$ cat config.mk
export PLATFORM = sky130hd
export DESIGN_NAME = differential_drive_mixer
export DESIGN_NICKNAME = d
export VERILOG_FILES = /design/src/ddm_pkg.sv /design/src/ddm_mul_unit.sv /design/src/differential_drive_mixer.sv
export SDC_FILE = /design/constraint.sdc
export NUM_CORES = 2
export LEC_CHECK = 0
export BUFFER_PORTS_ARGS = -buffer_cell sky130_fd_sc_hd__buf_2
export CORE_ASPECT_RATIO = 2
export CORE_MARGIN = 8
export CORE_UTILIZATION = 29
export DETAILED_ROUTE_END_ITERATION = 10
export SETUP_SLACK_MARGIN = 0.02
export SLEW_MARGIN = 20
export SYNTH_ARGS = -nofsm -noshare
export SYNTH_HDL_FRONTEND = slang
export SYNTH_SLANG_ARGS = --single-unit
$ cat constraint.sdc
create_clock -name clk -period 11.9 [get_ports clk]
set_input_delay 1.19 -clock clk [delete_from_list [all_inputs] [get_ports clk]]
set_output_delay 1.19 -clock clk [all_outputs]
set_load 0.05 [all_outputs]
$ cat src/ddm_pkg.sv
// Shared types, constants and the sequencer microcode of the differential drive mixer.
`default_nettype none

package ddm_pkg;

  localparam int unsigned ChanW      = 11;
  localparam int unsigned DutyW      = 8;
  localparam int unsigned AccW       = 25;
  localparam int unsigned CoefW      = 26;
  localparam int unsigned ProdW      = AccW + CoefW;
  localparam int unsigned RecipShift = 32;
  localparam int unsigned BaseW      = 12;
  localparam int unsigned WheelW     = 13;
  localparam int unsigned PcW        = 5;

  typedef logic [ChanW-1:0]  chan_t;
  typedef logic [DutyW-1:0]  duty_t;
  typedef logic [AccW-1:0]   acc_t;
  typedef logic [CoefW-1:0]  coef_t;
  typedef logic [ProdW-1:0]  prod_t;
  typedef logic [BaseW-1:0]  base_t;
  typedef logic [WheelW-1:0] wheel_t;
  typedef logic [PcW-1:0]    pc_t;

  // ceil(2^32 / 100): exact floor division by 100 for every accumulator value
  localparam coef_t RECIP_100       = 26'd42949673;
  localparam chan_t BRAKE_THRESHOLD = 11'd1000;
  localparam logic [7:0] TURN_SCALE_PCT = 8'd85;
  localparam logic [7:0] SPIN_RIGHT_PCT = 8'd90;
  localparam logic [7:0] SPIN_LEFT_PCT  = 8'd120;
  // duty = v * 255 / 500 = v * 51 / 100
  localparam logic [7:0] DUTY_COEF      = 8'd51;
  localparam duty_t      DUTY_MAX       = 8'd255;

  typedef enum logic [2:0] {
    CFG_FULL_SPEED    = 3'd0,
    CFG_LOW_SPEED     = 3'd1,
    CFG_TURN_FAST     = 3'd2,
    CFG_TURN_SLOW     = 3'd3,
    CFG_BALANCE_RIGHT = 3'd4,
    CFG_THROTTLE_DB   = 3'd5,
    CFG_STEER_DB      = 3'd6,
    CFG_CENTER        = 3'd7
  } cfg_index_t;

  typedef enum logic [2:0] {
    MOTION_BRAKE    = 3'd0,
    MOTION_FORWARD  = 3'd1,
    MOTION_BACK     = 3'd2,
    MOTION_FREEZE   = 3'd3,
    MOTION_NO_FRAME = 3'd4
  } motion_t;

  typedef struct packed {
    logic  frame_valid;
    chan_t throttle_value;
    chan_t steer_value;
    chan_t brake_button;
    chan_t pivot_button;
    chan_t speed_button;
  } in_t;

  typedef struct packed {
    duty_t      right_duty;
    duty_t      left_duty;
    logic       brake_on;
    logic       reverse_right;
    logic       reverse_left;
    logic [2:0] motion;
  } out_t;

  // Multiplier request: a * b, or floor(a / 100) when div is set (b carries RECIP_100)
  typedef struct packed {
    logic  en;
    logic  div;
    acc_t  a;
    coef_t b;
  } mul_req_t;

  typedef enum logic [2:0] {
    A_ACC  = 3'd0,
    A_MAG  = 3'd1,
    A_BASE = 3'd2,
    A_RV   = 3'd3,
    A_LV   = 3'd4
  } a_sel_t;

  typedef enum logic [3:0] {
    B_SCALE  = 4'd0,
    B_TURN   = 4'd1,
    B_RECIP  = 4'd2,
    B_FAST   = 4'd3,
    B_SLOW   = 4'd4,
    B_SPIN_R = 4'd5,
    B_SPIN_L = 4'd6,
    B_BAL    = 4'd7,
    B_DUTY   = 4'd8
  } b_sel_t;

  typedef enum logic [2:0] {
    DST_NONE  = 3'd0,
    DST_BASE  = 3'd1,
    DST_OUTER = 3'd2,
    DST_INNER = 3'd3,
    DST_RDUTY = 3'd4,
    DST_LDUTY = 3'd5
  } dst_t;

  typedef struct packed {
    logic   issue;
    a_sel_t a_sel;
    b_sel_t b_sel;
    dst_t   dst;
    logic   jump;
    logic   last;
  } ucode_t;

  localparam pc_t SPIN_START = 5'd0;
  localparam pc_t MOVE_START = 5'd8;
  localparam pc_t TAIL_START = 5'd14;

  function automatic ucode_t uc_op(input a_sel_t a, input b_sel_t b, input dst_t d,
                                   input logic jump, input logic last);
    ucode_t u;
    u.issue = 1'b1;
    u.a_sel = a;
    u.b_sel = b;
    u.dst   = d;
    u.jump  = jump;
    u.last  = last;
    return u;
  endfunction

  // Spin program, then move program, then one bubble and the shared duty tail
  function automatic ucode_t ucode(input pc_t pc);
    ucode_t u;
    u = '{issue: 1'b0, a_sel: A_ACC, b_sel: B_SCALE, dst: DST_NONE, jump: 1'b0, last: 1'b1};
    unique case (pc)
      5'd0:  u = uc_op(A_MAG,  B_SCALE,  DST_NONE,  1'b0, 1'b0);
      5'd1:  u = uc_op(A_ACC,  B_TURN,   DST_NONE,  1'b0, 1'b0);
      5'd2:  u = uc_op(A_ACC,  B_RECIP,  DST_NONE,  1'b0, 1'b0);
      5'd3:  u = uc_op(A_ACC,  B_RECIP,  DST_BASE,  1'b0, 1'b0);
      5'd4:  u = uc_op(A_ACC,  B_SPIN_R, DST_NONE,  1'b0, 1'b0);
      5'd5:  u = uc_op(A_ACC,  B_RECIP,  DST_OUTER, 1'b0, 1'b0);
      5'd6:  u = uc_op(A_BASE, B_SPIN_L, DST_NONE,  1'b0, 1'b0);
      5'd7:  u = uc_op(A_ACC,  B_RECIP,  DST_INNER, 1'b1, 1'b0);
      5'd8:  u = uc_op(A_MAG,  B_SCALE,  DST_NONE,  1'b0, 1'b0);
      5'd9:  u = uc_op(A_ACC,  B_RECIP,  DST_BASE,  1'b0, 1'b0);
      5'd10: u = uc_op(A_ACC,  B_FAST,   DST_NONE,  1'b0, 1'b0);
      5'd11: u = uc_op(A_ACC,  B_RECIP,  DST_OUTER, 1'b0, 1'b0);
      5'd12: u = uc_op(A_BASE, B_SLOW,   DST_NONE,  1'b0, 1'b0);
      5'd13: u = uc_op(A_ACC,  B_RECIP,  DST_INNER, 1'b0, 1'b0);
      5'd14: u = '{issue: 1'b0, a_sel: A_ACC, b_sel: B_SCALE, dst: DST_NONE,
                   jump: 1'b0, last: 1'b0};
      5'd15: u = uc_op(A_RV,   B_BAL,    DST_NONE,  1'b0, 1'b0);
      5'd16: u = uc_op(A_ACC,  B_RECIP,  DST_NONE,  1'b0, 1'b0);
      5'd17: u = uc_op(A_ACC,  B_DUTY,   DST_NONE,  1'b0, 1'b0);
      5'd18: u = uc_op(A_ACC,  B_RECIP,  DST_RDUTY, 1'b0, 1'b0);
      5'd19: u = uc_op(A_LV,   B_DUTY,   DST_NONE,  1'b0, 1'b0);
      5'd20: u = uc_op(A_ACC,  B_RECIP,  DST_LDUTY, 1'b0, 1'b1);
      default: u = '{issue: 1'b0, a_sel: A_ACC, b_sel: B_SCALE, dst: DST_NONE,
                     jump: 1'b0, last: 1'b1};
    endcase
    return u;
  endfunction

endpackage

`default_nettype wire

$ cat src/ddm_mul_unit.sv
// Shared multiplier with registered product or reciprocal divide-by-100 result.
`default_nettype none

module ddm_mul_unit (
  input  wire logic              clk,
  input  wire ddm_pkg::mul_req_t req,
  output ddm_pkg::acc_t          acc
);

  ddm_pkg::prod_t prod;

  assign prod = ddm_pkg::prod_t'(req.a) * ddm_pkg::prod_t'(req.b);

  // Keep the high part for a divide, the low part for a plain product
  always_ff @(posedge clk) begin
    if (req.en) begin
      if (req.div) begin
        acc <= ddm_pkg::acc_t'(prod[ddm_pkg::ProdW-1:ddm_pkg::RecipShift]);
      end else begin
        acc <= prod[ddm_pkg::AccW-1:0];
      end
    end
  end

endmodule

`default_nettype wire

$ cat src/differential_drive_mixer.sv
// Top level of the differential drive mixer: frame decode, sequencer and output beat register.
// A frame that drives the motors (move or spin) runs its microcode program, one multiplier
// pass per issuing step, then drains and loads the result beat; brake, freeze without a
// turn and no-frame beats skip the sequencer and load their result beat directly.
// in_ready is high only while idle, so a new frame waits until the last result beat is loaded.
// Reset (rst, synchronous): control and configuration registers take their defaults, low speed mode and brake on.
`default_nettype none

module differential_drive_mixer (
  input  wire logic          clk,
  input  wire logic          rst,
  input  wire logic          in_valid,
  output logic               in_ready,
  input  wire ddm_pkg::in_t  in_data,
  output logic               out_valid,
  input  wire logic          out_ready,
  output ddm_pkg::out_t      out_data,
  input  wire logic          cfg_valid,
  output logic               cfg_ready,
  input  wire logic [2:0]    cfg_index,
  input  wire logic [10:0]   cfg_data
);

  typedef enum logic [3:0] {
    ST_IDLE  = 4'b0001,
    ST_RUN   = 4'b0010,
    ST_DRAIN = 4'b0100,
    ST_OUT   = 4'b1000
  } state_t;

  // Configuration registers
  logic [6:0]     full_pct;
  logic [6:0]     low_pct;
  logic [7:0]     fast_pct;
  logic [7:0]     slow_pct;
  logic [7:0]     bal_pct;
  logic [8:0]     thr_db;
  logic [8:0]     str_db;
  ddm_pkg::chan_t center;

  // State carried from frame to frame
  logic low_speed;
  logic brake_held;
  logic right_rev;
  logic left_rev;

  // Sequencer
  state_t         state;
  ddm_pkg::pc_t   pc;
  ddm_pkg::dst_t  dst_q;
  ddm_pkg::ucode_t uc;

  // Per-frame decode, held while the sequencer runs
  ddm_pkg::motion_t motion_q;
  ddm_pkg::chan_t   dmag;
  ddm_pkg::chan_t   smag;
  logic             pivot;
  logic             back;
  logic             turn_r;
  logic             turn_l;
  logic             spin;

  // Wheel values and duties
  ddm_pkg::base_t  base;
  ddm_pkg::wheel_t outer;
  ddm_pkg::wheel_t inner;
  ddm_pkg::duty_t  rduty;
  ddm_pkg::duty_t  lduty;

  ddm_pkg::mul_req_t req;
  ddm_pkg::acc_t     acc;

  // Decode of the incoming beat
  logic           accept;
  logic           thr_above;
  logic           thr_below;
  logic           str_above;
  logic           str_below;
  ddm_pkg::chan_t dmag_w;
  ddm_pkg::chan_t smag_w;
  logic           moving;
  logic           turning;
  logic           brake;
  logic           compute;
  ddm_pkg::motion_t motion_w;

  logic            out_free;
  ddm_pkg::duty_t  acc_sat;
  ddm_pkg::wheel_t outer_e;
  ddm_pkg::wheel_t inner_e;
  ddm_pkg::wheel_t rv_w;
  ddm_pkg::wheel_t lv_w;
  logic            eff_pos;
  logic            eff_neg;

  assign in_ready  = (state == ST_IDLE);
  assign cfg_ready = 1'b1;
  assign accept    = in_valid && in_ready;
  assign out_free  = !out_valid || out_ready;

  assign thr_above = in_data.throttle_value > center;
  assign thr_below = in_data.throttle_value < center;
  assign str_above = in_data.steer_value > center;
  assign str_below = in_data.steer_value < center;
  assign dmag_w    = thr_above ? in_data.throttle_value - center
                               : center - in_data.throttle_value;
  assign smag_w    = str_above ? in_data.steer_value - center
                               : center - in_data.steer_value;
  assign moving    = dmag_w > ddm_pkg::chan_t'(thr_db);
  assign turning   = smag_w > ddm_pkg::chan_t'(str_db);
  assign brake     = (in_data.brake_button > ddm_pkg::BRAKE_THRESHOLD) &&
                     (in_data.brake_button != center);
  // Only forward, back and spin in place need the multiplier
  assign compute   = in_data.frame_valid && !brake && (moving || turning);

  always_comb begin
    priority if (!in_data.frame_valid) begin
      motion_w = ddm_pkg::MOTION_NO_FRAME;
    end else if (brake) begin
      motion_w = ddm_pkg::MOTION_BRAKE;
    end else if (moving) begin
      motion_w = thr_below ? ddm_pkg::MOTION_BACK : ddm_pkg::MOTION_FORWARD;
    end else begin
      motion_w = ddm_pkg::MOTION_FREEZE;
    end
  end

  // Wheel assignment: going back swaps which side is the outer wheel
  assign eff_pos = back ? turn_l : turn_r;
  assign eff_neg = back ? turn_r : turn_l;
  assign outer_e = pivot ? ddm_pkg::wheel_t'(base) : outer;
  assign inner_e = pivot ? '0 : inner;

  always_comb begin
    if (spin) begin
      rv_w = outer;
      lv_w = inner;
    end else begin
      priority if (eff_pos) begin
        rv_w = inner_e;
        lv_w = outer_e;
      end else if (eff_neg) begin
        rv_w = outer_e;
        lv_w = inner_e;
      end else begin
        rv_w = ddm_pkg::wheel_t'(base);
        lv_w = ddm_pkg::wheel_t'(base);
      end
    end
  end

  assign acc_sat = (acc > ddm_pkg::acc_t'(ddm_pkg::DUTY_MAX)) ? ddm_pkg::DUTY_MAX
                                                               : acc[ddm_pkg::DutyW-1:0];

  // Multiplier operand selection for the current microcode step
  assign uc = ddm_pkg::ucode(pc);

  always_comb begin
    req.en  = (state == ST_RUN) && uc.issue;
    req.div = (uc.b_sel == ddm_pkg::B_RECIP);
    unique case (uc.a_sel)
      ddm_pkg::A_ACC:  req.a = acc;
      ddm_pkg::A_MAG:  req.a = ddm_pkg::acc_t'(spin ? smag : dmag);
      ddm_pkg::A_BASE: req.a = ddm_pkg::acc_t'(base);
      ddm_pkg::A_RV:   req.a = ddm_pkg::acc_t'(rv_w);
      ddm_pkg::A_LV:   req.a = ddm_pkg::acc_t'(lv_w);
      default:         req.a = '0;
    endcase
    unique case (uc.b_sel)
      ddm_pkg::B_SCALE:  req.b = ddm_pkg::coef_t'(low_speed ? low_pct : full_pct);
      ddm_pkg::B_TURN:   req.b = ddm_pkg::coef_t'(ddm_pkg::TURN_SCALE_PCT);
      ddm_pkg::B_RECIP:  req.b = ddm_pkg::RECIP_100;
      ddm_pkg::B_FAST:   req.b = ddm_pkg::coef_t'(fast_pct);
      ddm_pkg::B_SLOW:   req.b = ddm_pkg::coef_t'(slow_pct);
      ddm_pkg::B_SPIN_R: req.b = ddm_pkg::coef_t'(ddm_pkg::SPIN_RIGHT_PCT);
      ddm_pkg::B_SPIN_L: req.b = ddm_pkg::coef_t'(ddm_pkg::SPIN_LEFT_PCT);
      ddm_pkg::B_BAL:    req.b = ddm_pkg::coef_t'(bal_pct);
      ddm_pkg::B_DUTY:   req.b = ddm_pkg::coef_t'(ddm_pkg::DUTY_COEF);
      default:           req.b = '0;
    endcase
  end

  ddm_mul_unit u_mul (
    .clk (clk),
    .req (req),
    .acc (acc)
  );

  // Control: configuration, carried state, sequencer and output beat valid
  always_ff @(posedge clk) begin
    if (rst) begin
      full_pct   <= 7'd75;
      low_pct    <= 7'd55;
      fast_pct   <= 8'd135;
      slow_pct   <= 8'd75;
      bal_pct    <= 8'd115;
      thr_db     <= 9'd25;
      str_db     <= 9'd15;
      center     <= 11'd1500;
      low_speed  <= 1'b1;
      brake_held <= 1'b1;
      right_rev  <= 1'b0;
      left_rev   <= 1'b0;
      state      <= ST_IDLE;
      pc         <= ddm_pkg::SPIN_START;
      dst_q      <= ddm_pkg::DST_NONE;
      out_valid  <= 1'b0;
    end else begin
      if (cfg_valid && cfg_ready) begin
        unique case (cfg_index)
          ddm_pkg::CFG_FULL_SPEED:    full_pct <= cfg_data[6:0];
          ddm_pkg::CFG_LOW_SPEED:     low_pct  <= cfg_data[6:0];
          ddm_pkg::CFG_TURN_FAST:     fast_pct <= cfg_data[7:0];
          ddm_pkg::CFG_TURN_SLOW:     slow_pct <= cfg_data[7:0];
          ddm_pkg::CFG_BALANCE_RIGHT: bal_pct  <= cfg_data[7:0];
          ddm_pkg::CFG_THROTTLE_DB:   thr_db   <= cfg_data[8:0];
          ddm_pkg::CFG_STEER_DB:      str_db   <= cfg_data[8:0];
          ddm_pkg::CFG_CENTER:        center   <= cfg_data;
          default: ;
        endcase
      end

      // Raise the output beat when a result is loaded, drop it once taken
      if ((state == ST_OUT) && out_free) begin
        out_valid <= 1'b1;
      end else if (out_ready) begin
        out_valid <= 1'b0;
      end

      // Route the product of the step issued now to its register next cycle
      dst_q <= ((state == ST_RUN) && uc.issue) ? uc.dst : ddm_pkg::DST_NONE;

      unique case (state)
        ST_IDLE: begin
          if (accept) begin
            // Update carried state now; the result reports it after this frame
            if (in_data.frame_valid) begin
              if (in_data.speed_button > center) begin
                low_speed <= 1'b1;
              end else if (in_data.speed_button < center) begin
                low_speed <= 1'b0;
              end
              if (brake) begin
                brake_held <= 1'b1;
              end else if (moving) begin
                brake_held <= 1'b0;
                right_rev  <= thr_below;
                left_rev   <= thr_below;
              end else begin
                brake_held <= 1'b0;
                if (turning) begin
                  right_rev <= str_above;
                  left_rev  <= str_below;
                end
              end
            end
            if (compute) begin
              pc    <= moving ? ddm_pkg::MOVE_START : ddm_pkg::SPIN_START;
              state <= ST_RUN;
            end else begin
              state <= ST_OUT;
            end
          end
        end
        ST_RUN: begin
          if (uc.last) begin
            state <= ST_DRAIN;
          end else if (uc.jump) begin
            pc <= ddm_pkg::TAIL_START;
          end else begin
            pc <= pc + 1'b1;
          end
        end
        ST_DRAIN: begin
          // Last product lands in the left duty at this edge
          state <= ST_OUT;
        end
        ST_OUT: begin
          if (out_free) begin
            state <= ST_IDLE;
          end
        end
        default: begin
          state <= ST_IDLE;
        end
      endcase
    end
  end

  // Datapath: per-frame decode, wheel values and output beat payload
  always_ff @(posedge clk) begin
    if (accept) begin
      motion_q <= motion_w;
      dmag     <= dmag_w;
      smag     <= smag_w;
      pivot    <= in_data.pivot_button < center;
      back     <= thr_below;
      turn_r   <= str_above && turning;
      turn_l   <= str_below && turning;
      spin     <= !moving;
      rduty    <= '0;
      lduty    <= '0;
    end

    // Capture the previous step's product where the microcode sent it
    unique case (dst_q)
      ddm_pkg::DST_NONE:  ;
      ddm_pkg::DST_BASE:  base  <= acc[ddm_pkg::BaseW-1:0];
      ddm_pkg::DST_OUTER: outer <= acc[ddm_pkg::WheelW-1:0];
      ddm_pkg::DST_INNER: inner <= acc[ddm_pkg::WheelW-1:0];
      ddm_pkg::DST_RDUTY: rduty <= acc_sat;
      ddm_pkg::DST_LDUTY: lduty <= acc_sat;
      default: ;
    endcase

    if ((state == ST_OUT) && out_free) begin
      out_data.right_duty    <= rduty;
      out_data.left_duty     <= lduty;
      out_data.brake_on      <= brake_held;
      out_data.reverse_right <= right_rev;
      out_data.reverse_left  <= left_rev;
      out_data.motion        <= motion_q;
    end
  end

endmodule

`default_nettype wire

==> flow_summary.html <==
<table>
<tr><th>Metric</th><th>Value</th></tr>
<tr><th colspan="2">Clocking</th></tr>
<tr><td>Total clock buffers created by CTS</td><td>21</td></tr>
<tr><td>Hold buffer count at CTS</td><td>0</td></tr>
<tr><td>Clock sink count</td><td>228</td></tr>
<tr><td>Clock tree from TritonCTS</td><td>yes</td></tr>
<tr><td>Count of buffers added by post-CTS timing repair for setup</td><td>0</td></tr>
<tr><td># H-tree levels</td><td>1</td></tr>
<tr><td>Post-CTS clock slew at the launch and capture registers of the worst setup and hold paths</td><td>70 ps</td></tr>
<tr><td>Clock Path Buffers</td><td>3</td></tr>
<tr><td>Gates resized, CTS repair</td><td>0</td></tr>
<tr><td>CTS root buf</td><td>sky130_fd_sc_hd__clkbuf_16</td></tr>
<tr><td>Clock insertion delay at the later pin of the skew report</td><td>530 ps</td></tr>
<tr><th colspan="2">Synth</th></tr>
<tr><td>Mean post-synth cell area</td><td>9.33 um^2</td></tr>
<tr><td>Post-synth net total</td><td>3,738</td></tr>
<tr><td>Sequential share of the synthesized area</td><td>21.2%</td></tr>
<tr><td>Fraction of synthesis flops using an asynchronous set or reset pin</td><td>0%</td></tr>
<tr><td>Number of storage elements in the synthesis netlist</td><td>228</td></tr>
<tr><td>Mapped Cells</td><td>2,965</td></tr>
<tr><td>Count of different cell masters after synthesis</td><td>88</td></tr>
<tr><td>Most used flip-flop cell after synthesis</td><td>sky130_fd_sc_hd__edfxtp_1</td></tr>
<tr><td>Mapped Area</td><td>27,700 um^2</td></tr>
<tr><td>Number of enable flip-flop cells after synthesis</td><td>131</td></tr>
<tr><td>Warning count from the yosys run</td><td>0</td></tr>
<tr><th colspan="2">Floorplanning</th></tr>
<tr><td>DIE AREA</td><td>106,000 um^2</td></tr>
<tr><td>Initial core utilization</td><td>29.1%</td></tr>
<tr><td>Chip Height</td><td>453 um</td></tr>
<tr><td>Placeable core region</td><td>94,900 um^2</td></tr>
<tr><td>Row Count</td><td>160</td></tr>
<tr><td>Count of boundary I/O pins</td><td>100</td></tr>
<tr><td>DIE WIDTH</td><td>234 um</td></tr>
<tr><th colspan="2">Layout</th></tr>
<tr><td>Area Overhead vs Synth</td><td>9.45%</td></tr>
<tr><td>Diode count</td><td>0</td></tr>
<tr><td># fillers</td><td>10,026</td></tr>
<tr><td>Final layout net count</td><td>3,805</td></tr>
<tr><td>Cell area after layout</td><td>30,300 um^2</td></tr>
<tr><td>Multi-input gate area in the final layout</td><td>19,100 um^2</td></tr>
<tr><td>Share of final-layout standard cells stronger than drive strength 1</td><td>7.12%</td></tr>
<tr><td>Total area of sequential cells</td><td>5880 um^2</td></tr>
<tr><th colspan="2">Global route</th></tr>
<tr><td>Global-route wire length before repair</td><td>138,000 um</td></tr>
<tr><td>Vias in the first global route</td><td>23,145</td></tr>
<tr><td>Total congestion overflow</td><td>0</td></tr>
<tr><td>Initial antenna violation count</td><td>1</td></tr>
<tr><td>Maximum number of pins on one net before global-route repair</td><td>51</td></tr>
<tr><td>Total routing resource utilization after global routing</td><td>17.6%</td></tr>
<tr><th colspan="2">STA</th></tr>
<tr><td>Clock skew after layout</td><td>24.0 ps</td></tr>
<tr><td>Share of the clock period used by the worst path after layout</td><td>86.3%</td></tr>
<tr><td>RSZ-0062 raised after global routing</td><td>no</td></tr>
<tr><td>Setup TNS Final</td><td>0 ps</td></tr>
<tr><td>Transition time at the pin with the least slew margin</td><td>1100 ps</td></tr>
<tr><td>Time the final worst path needs with I/O delays and setup</td><td>10,260 ps</td></tr>
<tr><td>Final-report hold violation count</td><td>0</td></tr>
<tr><td>Worst slew slack as a fraction of its limit</td><td>26.6%</td></tr>
<tr><td>FMAX</td><td>0.0974 GHz</td></tr>
<tr><td>Final Slew Violations</td><td>0</td></tr>
<tr><td>Final number of setup-violating endpoints</td><td>0</td></tr>
<tr><th colspan="2">Critical path</th></tr>
<tr><td>Worst path required time</td><td>12,130 ps</td></tr>
<tr><td>Most frequent CP cell</td><td>sky130_fd_sc_hd__inv_1</td></tr>
<tr><td>Kind of end point of the critical path</td><td>flip-flop</td></tr>
<tr><td>Delay of the slowest critical-path stage</td><td>770 ps</td></tr>
<tr><td>Category of the critical setup timing path</td><td>reg -&gt; reg</td></tr>
<tr><td>Worst Path Arrival</td><td>10,500 ps</td></tr>
<tr><td>Slowest cell on the critical path</td><td>sky130_fd_sc_hd__dfxtp_1</td></tr>
<tr><td>CP max FO</td><td>20</td></tr>
<tr><td>Critical path startpoint category</td><td>flip-flop</td></tr>
<tr><th colspan="2">Drt</th></tr>
<tr><td>Count of unresolved DRC violations after routing</td><td>0</td></tr>
<tr><td>Final antenna-violating net count</td><td>0</td></tr>
<tr><td>DR iter-0 viols</td><td>1,119</td></tr>
<tr><td>Detail-routed via count per cell</td><td>5.00</td></tr>
<tr><td>Vias after detailed routing</td><td>21,304</td></tr>
<tr><td>Average detailed-routed wire length per instance</td><td>22.0 um</td></tr>
<tr><td>Detailed-routing iteration count for the pre-antenna-repair pass</td><td>5</td></tr>
<tr><td>Drt total wl</td><td>93,700 um</td></tr>
<tr><th colspan="2">Status</th></tr>
<tr><td>Status</td><td>finished clean</td></tr>
<tr><th colspan="2">Place</th></tr>
<tr><td>Final estimated routing congestion in global placement</td><td>0.989</td></tr>
<tr><td>Placement-stage cell area</td><td>29,600 um^2</td></tr>
<tr><td>Port buffer count</td><td>98</td></tr>
<tr><td>Placed wire-length estimate</td><td>80,600 um</td></tr>
<tr><th colspan="2">Job</th></tr>
<tr><td>Number of maximum-capacitance constraint violations</td><td>0</td></tr>
<tr><th colspan="2">Power</th></tr>
<tr><td>Worst vdd rail ir drop</td><td>0.000557 V</td></tr>
<tr><td>Total leakage power</td><td>14.9 nW</td></tr>
<tr><td>Power per unit of standard cell area</td><td>298 nW/um^2</td></tr>
<tr><td>Total power</td><td>9.03 mW</td></tr>
<tr><th colspan="2">Worst hold path</th></tr>
<tr><td>Worst min-delay path category</td><td>reg -&gt; reg</td></tr>
</table>
## cell usage after synthesis (13+ instances only)
master | n | area share, %
sky130_fd_sc_hd__inv_1 | 615 | 8.3
sky130_fd_sc_hd__ha_1 | 357 | 16
sky130_fd_sc_hd__fa_1 | 341 | 25
sky130_fd_sc_hd__nand2_1 | 255 | 3.5
sky130_fd_sc_hd__nor2_1 | 225 | 3.1
sky130_fd_sc_hd__a21oi_1 | 135 | 2.4
sky130_fd_sc_hd__edfxtp_1 | 131 | 14
sky130_fd_sc_hd__dfxtp_1 | 97 | 7.0
sky130_fd_sc_hd__a21o_1 | 68 | 1.8
sky130_fd_sc_hd__clkbuf_1 | 65 | 0.88
sky130_fd_sc_hd__o21ai_0 | 65 | 1.2
sky130_fd_sc_hd__mux2i_1 | 64 | 2.3
sky130_fd_sc_hd__nand3_1 | 57 | 1.0
sky130_fd_sc_hd__xor2_1 | 32 | 1.0
sky130_fd_sc_hd__xnor2_1 | 31 | 0.98
sky130_fd_sc_hd__nor2b_1 | 24 | 0.54
sky130_fd_sc_hd__nor3_1 | 23 | 0.42
sky130_fd_sc_hd__nand2b_1 | 22 | 0.50
sky130_fd_sc_hd__and2_1 | 20 | 0.45
sky130_fd_sc_hd__and3_1 | 20 | 0.45
sky130_fd_sc_hd__o211ai_1 | 19 | 0.52
sky130_fd_sc_hd__o21a_1 | 19 | 0.52
sky130_fd_sc_hd__nand4_1 | 18 | 0.41
sky130_fd_sc_hd__a211oi_1 | 16 | 0.43
sky130_fd_sc_hd__a221o_1 | 15 | 0.54
sky130_fd_sc_hd__a22o_1 | 14 | 0.44
sky130_fd_sc_hd__buf_1 | 13 | 0.18
## critical path: cells and delay by family, from the launching register on
kind / cells / cell delay [ps]
compound gates: 15 / 3840
buf+inv: 7 / 610
fa+ha+maj: 8 / 3890
simple gates: 3 / 700
flops: 1 / 770
xor+xnor: 1 / 160
## flip-flops by register name (all words and copies together), names as in the netlist, 5 cells and up
name,flops
fast_pct,8
lduty,8
rduty,8
slow_pct,8
thr_db,9
uc,13
center,11
outer,13
pc,5
u_mul.acc,25
smag,11
dmag,11
base,12
out_data,22
str_db,9
inner,13
full_pct,7
low_pct,7
bal_pct,8
## metal layers
layer  global-route usage, %  part of all wire [%]
met1                    13.9                    29
met2                    35.7                    57
met3                    1.40                   2.9
met4                    17.1                    12
met5                       0                     0
## power by group
part           switching [mW]  internal [mW]  total [mW]
Combinational            4.47           2.65        7.12
Clock                   0.306          0.364       0.669
Sequential             0.0953           1.14        1.24
Total                    4.87           4.16        9.03
## placed cells by master, fill, tap and decap left out, types with 12 or more instances in the layout
| cell type | netlist | final |
|---|---|---|
| sky130_fd_sc_hd__mux2i_1 | 64 | 64 |
| sky130_fd_sc_hd__a211oi_1 | 16 | 16 |
| sky130_fd_sc_hd__a221o_1 | 15 | 15 |
| sky130_fd_sc_hd__and2_1 | 20 | 19 |
| sky130_fd_sc_hd__o221ai_1 | 12 | 12 |
| sky130_fd_sc_hd__and3_1 | 20 | 20 |
| sky130_fd_sc_hd__nand2b_1 | 22 | 22 |
| sky130_fd_sc_hd__a22oi_1 | 12 | 12 |
| sky130_fd_sc_hd__nor2_1 | 225 | 224 |
| sky130_fd_sc_hd__buf_4 | 2 | 34 |
| sky130_fd_sc_hd__nand3_1 | 57 | 57 |
| sky130_fd_sc_hd__fa_1 | 341 | 341 |
| sky130_fd_sc_hd__ha_1 | 357 | 357 |
| sky130_fd_sc_hd__inv_1 | 615 | 615 |
| sky130_fd_sc_hd__edfxtp_1 | 131 | 131 |
| sky130_fd_sc_hd__dfxtp_1 | 97 | 97 |
| sky130_fd_sc_hd__o211ai_1 | 19 | 19 |
| sky130_fd_sc_hd__xnor2_1 | 31 | 31 |
| sky130_fd_sc_hd__nand2_1 | 255 | 255 |
| sky130_fd_sc_hd__a22o_1 | 14 | 14 |
| sky130_fd_sc_hd__xor2_1 | 32 | 32 |
| sky130_fd_sc_hd__o21ai_0 | 65 | 65 |
| sky130_fd_sc_hd__a31oi_1 | 12 | 12 |
| sky130_fd_sc_hd__nor3_1 | 23 | 21 |
| sky130_fd_sc_hd__nand4_1 | 18 | 18 |
| sky130_fd_sc_hd__o21a_1 | 19 | 19 |
| sky130_fd_sc_hd__buf_2 | 7 | 98 |
| sky130_fd_sc_hd__nor2b_1 | 24 | 23 |
| sky130_fd_sc_hd__clkbuf_16 | 0 | 21 |
| sky130_fd_sc_hd__a21oi_1 | 135 | 135 |
| sky130_fd_sc_hd__a21o_1 | 68 | 68 |
## logic make-up after synthesis
kind of cell               synth area share, %
and+or+nand+nor                           11.6
buffers and inverters                     9.69
adders and majority gates                 40.8
AOI/OAI and AO/OA                         11.8
DFF                                       21.2
muxes                                     2.76
xor gates and xnor gates                  2.05
other                                   0.0136
## per-stage QoR
step / utilization (%) / std cells / hold slack [ps] / setup slack (ps)
finish: 31.9 / 4262 / 419 / 1640
global route: 31.9 / 4262 / 431 / 1170
CTS: 31.9 / 4262 / 419 / 1780
global placement: 31.2 / 4224 / 404 / 1940
detailed placement: 31.2 / 4224 / 405 / 1850
floorplan: - / 2965 / 400 / 3010
## final timing paths
path	cells past startpoint	end	startpoint	slack (ps)
worst max register to register	34	u_mul.acc[18]	uc[9]	1640
worst min register to register	0	out_data[12]	lduty[6]	420
worst max-delay path	34	u_mul.acc[18]	uc[9]	1640
worst min-delay path	0	out_data[12]	lduty[6]	420
## final cells by class
class | instances | area share [%]
Tap cell | 1215 | 5.02
Sequential cell | 228 | 19.4
Inverter | 619 | 7.69
Clock buffer | 30 | 1.91
Timing Repair Buffer | 132 | 2.46
Clock inverter | 8 | 0.244
Multi-Input combinational cell | 2030 | 63.3
No activity file was read; power rests on OpenSTA's default activity.
